==> config.mk <==
export PLATFORM = sky130hd
export DESIGN_NAME = two_of_three_set_count_top
export DESIGN_NICKNAME = d
export VERILOG_FILES = /design/src/rtl/tot_pkg.sv /design/src/rtl/tot_list_ram.sv /design/src/rtl/two_of_three_set_count_top.sv
export VERILOG_INCLUDE_DIRS = /design/src /design/src/rtl
export SDC_FILE = /design/constraint.sdc
export NUM_CORES = 2
export LEC_CHECK = 0
export BUFFER_PORTS_ARGS = -buffer_cell sky130_fd_sc_hd__buf_2
export CORE_MARGIN = 2
export CORE_UTILIZATION = 40
export DETAILED_ROUTE_END_ITERATION = 12
export PLACE_DENSITY_LB_ADDON = 0.3
export SYNTH_ARGS = -nofsm -noshare
export SYNTH_HDL_FRONTEND = slang
export SYNTH_SLANG_ARGS = --single-unit
==> constraint.sdc <==
create_clock -name i_clk -period 11.55 [get_ports i_clk]
set_input_delay 0.5775 -clock i_clk [delete_from_list [all_inputs] [get_ports i_clk]]
set_output_delay 0.5775 -clock i_clk [all_outputs]
set_load 0.01 [all_outputs]
==> src/rtl/two_of_three_set_count_top_assert.svh <==
// Assertion macros for the two-of-three set counter.
// Included by the modules that check their own control logic.
`ifndef TWO_OF_THREE_SET_COUNT_TOP_ASSERT_SVH
`define TWO_OF_THREE_SET_COUNT_TOP_ASSERT_SVH

// The consequent holds in the same cycle as the antecedent.
`define TOT_ASSERT_NOW(label, ante, cons, msg) \
    label: assert property (@(posedge i_clk) disable iff (!i_rst_n) \
        (ante) |-> (cons)) else $error(msg);

// The consequent holds in the cycle after the antecedent.
`define TOT_ASSERT_NEXT(label, ante, cons, msg) \
    label: assert property (@(posedge i_clk) disable iff (!i_rst_n) \
        (ante) |=> (cons)) else $error(msg);

`endif

==> src/rtl/tot_pkg.sv <==
// Shared types and constants of the two-of-three set counter.
// Used by tot_list_ram and two_of_three_set_count_top; depends on nothing.
package tot_pkg;

    localparam int LIST_DEPTH_DEF = 16;
    localparam int VALUE_W        = 32;
    localparam int MODE_W         = 2;
    localparam int COUNT_W        = 6;

    typedef logic signed [VALUE_W-1:0] t_value;
    typedef logic [MODE_W-1:0]         t_mode;
    typedef logic [COUNT_W-1:0]        t_count;

    localparam t_mode  MODE_APPEND_A = 2'd0;
    localparam t_mode  MODE_APPEND_B = 2'd1;
    localparam t_mode  MODE_APPEND_C = 2'd2;
    localparam t_mode  MODE_COMPUTE  = 2'd3;

    localparam t_count COUNT_MAX = {COUNT_W{1'b1}};

endpackage

==> src/rtl/tot_list_ram.sv <==
// One list store: a single-port-write, single-port-read synchronous RAM.
// Read data is registered. Depends on tot_pkg.
module tot_list_ram #(
    parameter int LIST_DEPTH = tot_pkg::LIST_DEPTH_DEF,
    parameter int AW         = (LIST_DEPTH > 1) ? $clog2(LIST_DEPTH) : 1
) (
    input  logic                  i_clk,
    input  logic                  i_we,
    input  logic [AW-1:0]         i_waddr,
    input  tot_pkg::t_value       i_wdata,
    input  logic [AW-1:0]         i_raddr,
    output tot_pkg::t_value       o_rdata
);

    tot_pkg::t_value r_mem [LIST_DEPTH];
    tot_pkg::t_value r_rdata;

    always_ff @(posedge i_clk) begin
        if (i_we) begin
            r_mem[i_waddr] <= i_wdata;
        end
        r_rdata <= r_mem[i_raddr];
    end

    assign o_rdata = r_rdata;

endmodule

==> src/rtl/two_of_three_set_count_top.sv <==
// Top level of the two-of-three set counter.
// Depends on tot_pkg, tot_list_ram and two_of_three_set_count_top_assert.svh.
//
// Usage:
// A transaction is taken at a rising edge where start is high and busy is low.
// Modes 0, 1 and 2 append i_value to list A, B or C. An append leaves busy
// low, so appends may follow back to back. An append to a full list is
// dropped and remembered in the overflow flag.
// Mode 3 computes the number of distinct values found in exactly two lists.
// busy rises the next cycle and stays high while the three list RAMs are
// walked. For every element of A, and then of B, the element is fetched and
// one entry of each RAM is compared per cycle, with the scans over all three
// RAMs sharing one read address. The result appears on o_pair_count and
// o_overflow, marked by o_result_valid for exactly one cycle, in the cycle
// that busy falls. The receiver cannot stall it. The compute empties all
// lists and clears the overflow flag.
// Reset empties the lists and clears the flag; RAM contents are not cleared.
module two_of_three_set_count_top #(
    parameter int LIST_DEPTH = tot_pkg::LIST_DEPTH_DEF
) (
    input  logic                 i_clk,
    input  logic                 i_rst_n,
    input  logic                 start,
    output logic                 busy,
    input  tot_pkg::t_mode       i_mode,
    input  tot_pkg::t_value      i_value,
    output logic                 o_result_valid,
    output tot_pkg::t_count      o_pair_count,
    output logic                 o_overflow
);

    `include "two_of_three_set_count_top_assert.svh"

    localparam int AW = (LIST_DEPTH > 1) ? $clog2(LIST_DEPTH) : 1;
    localparam int LW = $clog2(LIST_DEPTH + 1);
    localparam logic [LW-1:0] DEPTH_L = LW'(LIST_DEPTH);

    typedef enum logic [2:0] {
        S_IDLE,
        S_NEXT,
        S_LOAD,
        S_SCAN,
        S_TALLY,
        S_DONE
    } t_state;

    t_state          r_state;
    logic [LW-1:0]   r_len_a;
    logic [LW-1:0]   r_len_b;
    logic [LW-1:0]   r_len_c;
    logic            r_drop;
    logic            r_phase;
    logic [LW-1:0]   r_i;
    logic [LW-1:0]   r_k;
    tot_pkg::t_value r_x;
    logic            r_pv;
    logic            r_pen_a;
    logic            r_pen_b;
    logic            r_pen_c;
    logic            r_hit_a;
    logic            r_hit_b;
    logic            r_hit_c;
    tot_pkg::t_count r_total;
    logic            r_out_valid;
    tot_pkg::t_count r_out_count;
    logic            r_out_ovf;

    logic            accept;
    logic            we_a;
    logic            we_b;
    logic            we_c;
    logic [LW-1:0]   lim_a;
    logic [LW-1:0]   lim_b;
    logic [LW-1:0]   lim_c;
    logic [LW-1:0]   max_ab;
    logic [LW-1:0]   scan_len;
    logic            outer_done;
    logic            pair_hit;
    logic [AW-1:0]   rd_addr;
    tot_pkg::t_value rdata_a;
    tot_pkg::t_value rdata_b;
    tot_pkg::t_value rdata_c;

    assign accept = start && (r_state == S_IDLE);
    assign we_a   = accept && (i_mode == tot_pkg::MODE_APPEND_A) && (r_len_a != DEPTH_L);
    assign we_b   = accept && (i_mode == tot_pkg::MODE_APPEND_B) && (r_len_b != DEPTH_L);
    assign we_c   = accept && (i_mode == tot_pkg::MODE_APPEND_C) && (r_len_c != DEPTH_L);

    assign lim_a      = r_phase ? r_len_a : r_i;
    assign lim_b      = r_phase ? r_i : r_len_b;
    assign lim_c      = r_len_c;
    assign max_ab     = (lim_a > lim_b) ? lim_a : lim_b;
    assign scan_len   = (max_ab > lim_c) ? max_ab : lim_c;
    assign outer_done = r_phase ? (r_i >= r_len_b) : (r_i >= r_len_a);
    assign pair_hit   = r_phase ? (!r_hit_b && !r_hit_a && r_hit_c)
                                : (!r_hit_a && (r_hit_b ^ r_hit_c));
    assign rd_addr    = (r_state == S_NEXT) ? r_i[AW-1:0] : r_k[AW-1:0];

    tot_list_ram #(.LIST_DEPTH(LIST_DEPTH), .AW(AW)) u_ram_a (
        .i_clk   (i_clk),
        .i_we    (we_a),
        .i_waddr (r_len_a[AW-1:0]),
        .i_wdata (i_value),
        .i_raddr (rd_addr),
        .o_rdata (rdata_a)
    );

    tot_list_ram #(.LIST_DEPTH(LIST_DEPTH), .AW(AW)) u_ram_b (
        .i_clk   (i_clk),
        .i_we    (we_b),
        .i_waddr (r_len_b[AW-1:0]),
        .i_wdata (i_value),
        .i_raddr (rd_addr),
        .o_rdata (rdata_b)
    );

    tot_list_ram #(.LIST_DEPTH(LIST_DEPTH), .AW(AW)) u_ram_c (
        .i_clk   (i_clk),
        .i_we    (we_c),
        .i_waddr (r_len_c[AW-1:0]),
        .i_wdata (i_value),
        .i_raddr (rd_addr),
        .o_rdata (rdata_c)
    );

    always_ff @(posedge i_clk) begin
        if (!i_rst_n) begin
            r_state     <= S_IDLE;
            r_len_a     <= '0;
            r_len_b     <= '0;
            r_len_c     <= '0;
            r_drop      <= 1'b0;
            r_phase     <= 1'b0;
            r_i         <= '0;
            r_k         <= '0;
            r_pv        <= 1'b0;
            r_hit_a     <= 1'b0;
            r_hit_b     <= 1'b0;
            r_hit_c     <= 1'b0;
            r_total     <= '0;
            r_out_valid <= 1'b0;
        end else begin
            r_out_valid <= 1'b0;
            r_pv        <= 1'b0;

            // Compare stage: RAM data read in the previous scan cycle.
            if (r_pv) begin
                r_hit_a <= r_hit_a || (r_pen_a && (rdata_a == r_x));
                r_hit_b <= r_hit_b || (r_pen_b && (rdata_b == r_x));
                r_hit_c <= r_hit_c || (r_pen_c && (rdata_c == r_x));
            end

            unique case (r_state)
                S_IDLE: begin
                    if (accept) begin
                        unique case (i_mode)
                            tot_pkg::MODE_APPEND_A: begin
                                if (we_a) r_len_a <= r_len_a + 1'b1;
                                else      r_drop  <= 1'b1;
                            end
                            tot_pkg::MODE_APPEND_B: begin
                                if (we_b) r_len_b <= r_len_b + 1'b1;
                                else      r_drop  <= 1'b1;
                            end
                            tot_pkg::MODE_APPEND_C: begin
                                if (we_c) r_len_c <= r_len_c + 1'b1;
                                else      r_drop  <= 1'b1;
                            end
                            tot_pkg::MODE_COMPUTE: begin
                                r_phase <= 1'b0;
                                r_i     <= '0;
                                r_total <= '0;
                                r_state <= S_NEXT;
                            end
                            default: begin
                                r_state <= S_IDLE;
                            end
                        endcase
                    end
                end
                S_NEXT: begin
                    if (outer_done) begin
                        if (r_phase) begin
                            r_state <= S_DONE;
                        end else begin
                            r_phase <= 1'b1;
                            r_i     <= '0;
                        end
                    end else begin
                        r_state <= S_LOAD;
                    end
                end
                S_LOAD: begin
                    r_x     <= r_phase ? rdata_b : rdata_a;
                    r_hit_a <= 1'b0;
                    r_hit_b <= 1'b0;
                    r_hit_c <= 1'b0;
                    r_k     <= '0;
                    r_state <= S_SCAN;
                end
                S_SCAN: begin
                    if (r_k < scan_len) begin
                        r_pv    <= 1'b1;
                        r_pen_a <= r_k < lim_a;
                        r_pen_b <= r_k < lim_b;
                        r_pen_c <= r_k < lim_c;
                        r_k     <= r_k + 1'b1;
                    end else begin
                        r_state <= S_TALLY;
                    end
                end
                S_TALLY: begin
                    if (pair_hit && (r_total != tot_pkg::COUNT_MAX)) begin
                        r_total <= r_total + 1'b1;
                    end
                    r_i     <= r_i + 1'b1;
                    r_state <= S_NEXT;
                end
                S_DONE: begin
                    r_out_valid <= 1'b1;
                    r_out_count <= r_total;
                    r_out_ovf   <= r_drop;
                    r_len_a     <= '0;
                    r_len_b     <= '0;
                    r_len_c     <= '0;
                    r_drop      <= 1'b0;
                    r_state     <= S_IDLE;
                end
                default: begin
                    r_state <= S_IDLE;
                end
            endcase
        end
    end

    assign busy           = (r_state != S_IDLE);
    assign o_result_valid = r_out_valid;
    assign o_pair_count   = r_out_count;
    assign o_overflow     = r_out_ovf;

    `TOT_ASSERT_NEXT(a_done_gives_result, r_state == S_DONE,
        o_result_valid && !busy, "compute finished without a result strobe")
    `TOT_ASSERT_NEXT(a_full_append_flags,
        accept && (i_mode == tot_pkg::MODE_APPEND_A) && (r_len_a == DEPTH_L),
        r_drop && (r_len_a == DEPTH_L), "append to full list A was not flagged")
    `TOT_ASSERT_NOW(a_scan_in_range, r_state == S_SCAN,
        (r_k <= scan_len) && (scan_len <= DEPTH_L), "scan index past its limit")
    `TOT_ASSERT_NOW(a_compare_after_scan, r_pv,
        $past(r_state) == S_SCAN, "compare stage active outside a scan")

endmodule
# == After elaboration in Yosys (flattened, before gate mapping) ==
# Memories as Yosys holds them, arrays and structs flattened. A register that Yosys moved wholly into a read port is not among the register bits.
# Index checks and enable logic that the tools add are counted.
# word_totals
word_cells,168
ramBits,1536
n_memories,3
out_inout_bits,9
regBits,83
inputBits,37
# op_classes
n_eq_ne,33
mux,55
bitwise,2
reduce_logical,41
n_lt_le_gt_ge,8
addsub,6
# mem_list
memory,depth,word_bits,read_ports,rd_clocked_by_memory_dff,wr,line_no,rtl
u_ram_a.r_mem,16,32,1,1,1,tot_list_ram.sv:15,tot_pkg::t_value r_mem [LIST_DEPTH];
u_ram_b.r_mem,16,32,1,1,1,tot_list_ram.sv:15,
u_ram_c.r_mem,16,32,1,1,1,tot_list_ram.sv:15,
# op_table
op,count
32-bit == test,3
5-bit 2-to-1 mux,18
5-bit one-hot mux with 2 select lines,4
32-bit 2-to-1 mux,1
5-bit by 1-bit adder with 5-bit output (second input constant),5
4-bit AND reduction,6
5-bit less-than comparator,4
6-bit 2-to-1 mux,3
1-bit 2-to-1 mux,17
3-bit 2-to-1 mux,5
5-bit inequality test (second input constant),3
3-bit one-hot mux with 5 select lines,1
5-bit one-hot mux with 3 select lines,1
1-bit logical AND,14
2-bit by 1-bit inequality test with 1-bit output (second input constant),7
2-bit inequality test (second input constant),6
3-bit inequality test (second input constant),4
6-bit one-hot mux with 2 select lines,1
5-bit >= comparator,2
5-bit greater-than comparator,2
2-bit AND reduction,4
2-bit nonzero test,4
6-bit by 1-bit adder with 6-bit output (second input constant),1
3-bit by 2-bit == test with 1-bit output (second input constant),2
20 further kinds,27

# == Longest topological paths before layout ==
# depth
word_depth,8
mapped_depth,23

# == Cells and area by module ==
# A second synthesis with hierarchy kept.
# unflattened
cells_unflattened,3101
hier_area_um2,65357.7
# by_module_without_submodules
mod,seq_area_each_um2,cells_per_inst,instances,area_per_inst_um2
tot_list_ram,16015.4,838,3,19835.3
two_of_three_set_count_top,2082.0,587,1,5851.9

# == Worst setup path after synthesis ==
# Ideal clock, no wire load.
# synth_timing
path_kind,register to register
startpoint,register r_phase
endpoint,register r_pen_a (enable)
t_required_ns,11.279
path_stages_with_launch,24
slack_ns,6.436
setup_ns,0.271
arrival_time_ns,4.843
period_less_slack_ns,5.114
cell_sequence,dfxtp_1 -> buf_1 -> clkbuf_1 -> mux2i_1 -> ha_1 -> a21oi_1 -> o221ai_1 -> nand2_1 -> nor2_1 -> a21oi_1 -> ha_1 -> nor2b_1 -> o21a_1 -> o31a_1 -> clkbuf_1 -> nor2_1 -> a21oi_1 -> ha_1 -> a21oi_1 -> o211ai_1 -> a41o_1 -> o31ai_1 -> o21ai_0 -> inv_1
# synth_between
elab_chain_len,7
# synth_rtl
element,line_no,rtl
from (decl),two_of_three_set_count_top.sv:52,logic r_phase;
from (signal assigned),two_of_three_set_count_top.sv:133,r_phase <= 1'b0;
from (signal assigned),two_of_three_set_count_top.sv:170,r_phase <= 1'b0;
from (signal assigned),two_of_three_set_count_top.sv:186,r_phase <= 1'b1;
"5-bit 2-to-1 mux, on equally long branches","two_of_three_set_count_top.sv:89, two_of_three_set_count_top.sv:90",
5-bit greater-than comparator,two_of_three_set_count_top.sv:92,assign max_ab = (lim_a > lim_b) ? lim_a : lim_b;
5-bit 2-to-1 mux (*),two_of_three_set_count_top.sv:92,
5-bit greater-than comparator,two_of_three_set_count_top.sv:93,assign scan_len = (max_ab > lim_c) ? max_ab : lim_c;
5-bit 2-to-1 mux (*),two_of_three_set_count_top.sv:93,
5-bit less-than comparator (*),two_of_three_set_count_top.sv:202,if (r_k < scan_len) begin
3-bit AND reduction (no source line) (*),-,
to (signal assigned),two_of_three_set_count_top.sv:204,r_pen_a <= r_k < lim_a;
to (decl),two_of_three_set_count_top.sv:57,logic r_pen_a;
# Every way passes the cells marked *; elsewhere a longest branch is shown, timed or not.
# A chain may end at the register's enable or synchronous reset.

# == Final worst setup path ==
# Same ends and word-level chain as after synthesis.

==> qor.csv <==
metric,value,unit
routabilityCongestion,0.836,
detailroute.via_count,32400,
syn-num-nets,3405,
worst_slack,5.78,ns
post-synth-top-area-fraction,0.716,
wl_per_cell,27.6,um
wl_met3,9.12,mm
drtIter0Drc,3314,
cts_htree_levels,4,
report.final.hold_viol_count,0,
async_flop_share,0,
total_power,12.5,mW
end_kind,register,
cts_made_buffers,175,
ys_types,49,
post-route-drc-count,0,
core,165000,um^2
path_class,register to register,
hpwlAfterDp,83.5,mm
tns,0,ns
route.antenna.remaining_nets,0,
area_of_the_multi_input_gates,15500,um^2
fillerInstances,13700,
drive_gt1_frac,0.233,
die_width,411,um
max_slew_margin,0.222,
worstPathMaxFanout,45,
drt-pass1-iter-count,5,
first_pass_grt_wire_length,231,mm
cts.sinks,1715,
register_cell_area_after_layout,50100,um^2
synth.avg_cell_area,20.0,um^2
wl_met1,70.6,mm
layout_nets,3531,
yosysMostFrequentCell,edfxtp_1,
grt_util_all_layers,0.189,
tightestPinTransition,1.17,ns
ys_warn_count,0,
synth_sequential_area_ratio,0.758,
cell_types_with_the_highest_counts_after_synthesis,"1578 x edfxtp_1, 384 x mux4_2, 223 x nand2_1, 137 x dfxtp_1, 109 x clkbuf_1",
synth_largest_area_cell,edfxtp_1,
worst_hold_slack,0.117,ns
clock_skew,0.0314,ns
worst_skew_pair.late_latency,0.80,ns
rows,149,
netlist_area,66100,um^2
post-place-ws,5.90,ns
cts-hold-fix-buffers,0,
max_slew_violation_count,0,
wl_met2,77.1,mm
number_of_enable_type_register_cells_in_the_synthesized_netlist,1578,
period_needed,5.77,ns
cellLeakagePower,24.2,nW
detail_route.wirelength,160,mm
fp.dieArea,169000,um^2
grt_setup_unrepaired,no,
grt_start_max_net_pins,118,
grt_antenna_before_repair,1,
power.ir.vdd_worst,122,uV
number_of_global_route_vias_before_repair,32400,
cts.repair_timing.setup_buffer_count,0,
synthFlopType,edfxtp_1,
synth-seq-cells,1715,
cts.repair.resized,0,
path_clk_slew,0.06,ns
clockBufferDepth,3,
crit_arrival,6.30,ns
type_of_the_most_critical_hold_path,input pin to register,
post_synth_inst_count,3313,
crit_required,12.09,ns
chipHeight,411,um
cts_tree,done,
highest-signal-layer,met4,
cts_root_buf,clkbuf_16,
critPathLaunchType,register,
timing.fmax,173,MHz
post_synth_main_area_contributors,"edfxtp_1 72%, mux4_2 13%, dfxtp_1 4.1%",
via_density_per_instance,5.60,
io_buffers,45,
drv.max_cap_violation_count,0,
area.growth.synth_to_final,13.2,%
floorplan.io_pins,46,
outcome,"complete, no violations",
floorplan.initialDensity,0.402,
setup_viol,0,
global_route_total_overflow,0,
pwr_density_cell,167,nW/um^2
timing.final.crit_share,0.499,
## path summary, 6_finish.rpt
| path | to | depth (start not counted) | slack (ns) | startpoint |
|---|---|---|---|---|
| worst max-delay path | r_pen_a$_DFFE_PP_ | 21 | 5.78 | r_phase$_SDFFE_PN0P_ |
| worst min-delay path | r_k[1]$_SDFFE_PN0P_ | 2 | 0.12 | i_rst_n |
| worst max register to register | r_pen_a$_DFFE_PP_ | 21 | 5.78 | r_phase$_SDFFE_PN0P_ |
| worst min register to register | o_overflow$_DFFE_PP_ | 0 | 0.44 | r_drop$_SDFFE_PN0P_ |
## placed cells by master, fill, tap and decap left out, drive strengths merged, types with 7 or more instances in the layout
cell type / instances
nor4: 19
and2: 108
mux4: 384
a21oi: 29
xor2: 65
nor3: 19
mux2: 32
and3: 14
mux2i: 16
nand4: 24
inv: 48
clkbuf: 256
a211oi: 99
a31oi: 105
nand3: 13
buf: 117
dfxtp: 137
nand2b: 8
clkinv: 50
nand2: 223
edfxtp: 1578
nor2: 66
o21a: 7
ha: 55
o21ai: 17
xnor2: 46
## registers in the layout (all words and copies together), names as in the netlist, 3 cells and up
| name | cells |
|---|---|
| u_ram_a.r_mem | 512 |
| u_ram_b.r_mem | 512 |
| u_ram_c.r_mem | 512 |
| r_x | 32 |
| u_ram_a.o_rdata | 32 |
| u_ram_b.o_rdata | 32 |
| u_ram_c.o_rdata | 32 |
| o_pair_count | 6 |
| r_total | 6 |
| lim_c | 5 |
| r_i | 5 |
| r_k | 5 |
| r_len_a | 5 |
| r_len_b | 5 |
| r_state | 3 |
## cell families after synthesis
group | Yosys count | share of synthesized area
multiplexers | 432 | 0.139
flip-flops | 1715 | 0.758
XOR/XNOR | 111 | 0.0147
AND/OR/NAND/NOR | 509 | 0.0369
AO/OA/AOI/OAI | 284 | 0.0288
buffers and inverters | 207 | 0.0126
adder cells (fa/ha/maj) | 55 | 0.0104
## metal layers
layer,vias up,track usage
met3,172,0.0273
met5,-,0
met1,17500,0.275
li1,13700,-
met2,1016,0.302
met4,0,0.0460
## per-stage QoR
stage | area, um^2 | instances | utilization
after global routing | 74900 | 5779 | 0.455
after detailed placement | 69300 | 5451 | 0.421
after CTS | 74900 | 5778 | 0.455
final | 74900 | 5780 | 0.455
after global placement | 69300 | 5451 | 0.421
after floorplan | 66100 | 3313 | -
## critical path, stage by stage (launching register included)
cell      delay, ns
dfxtp_2        0.37
buf_4          0.56
mux2i_1        0.36
inv_1          0.08
ha_1           0.33
nand4_1        0.11
o221ai_1       0.33
nand2_1        0.27
a21oi_1        0.34
ha_1           0.30
and3_1         0.20
o21a_1         0.12
o31a_1         0.36
nor2_1         0.12
a21oi_1        0.05
ha_1           0.31
a21oi_1        0.07
o211ai_1       0.32
a41o_1         0.17
o31ai_1        0.10
o21ai_0        0.45
inv_1          0.18
## power by group
group          internal (mW)  switching, mW
registers               6.81         0.0257
clock network           3.11           2.33
logic                 0.0766          0.180
total                   10.0           2.54
## final cells by class
class                      instances  share of cell area
inverter                          39             0.00195
sequential                      1715               0.669
clock buffer                     256              0.0661
multi-input combinational       1391               0.207
tap                             2189              0.0366
clock inverter                    71             0.00809
timing repair buffer             117              0.0112
antenna                            2           0.0000668
No activity file was read; power rests on OpenSTA's default activity.
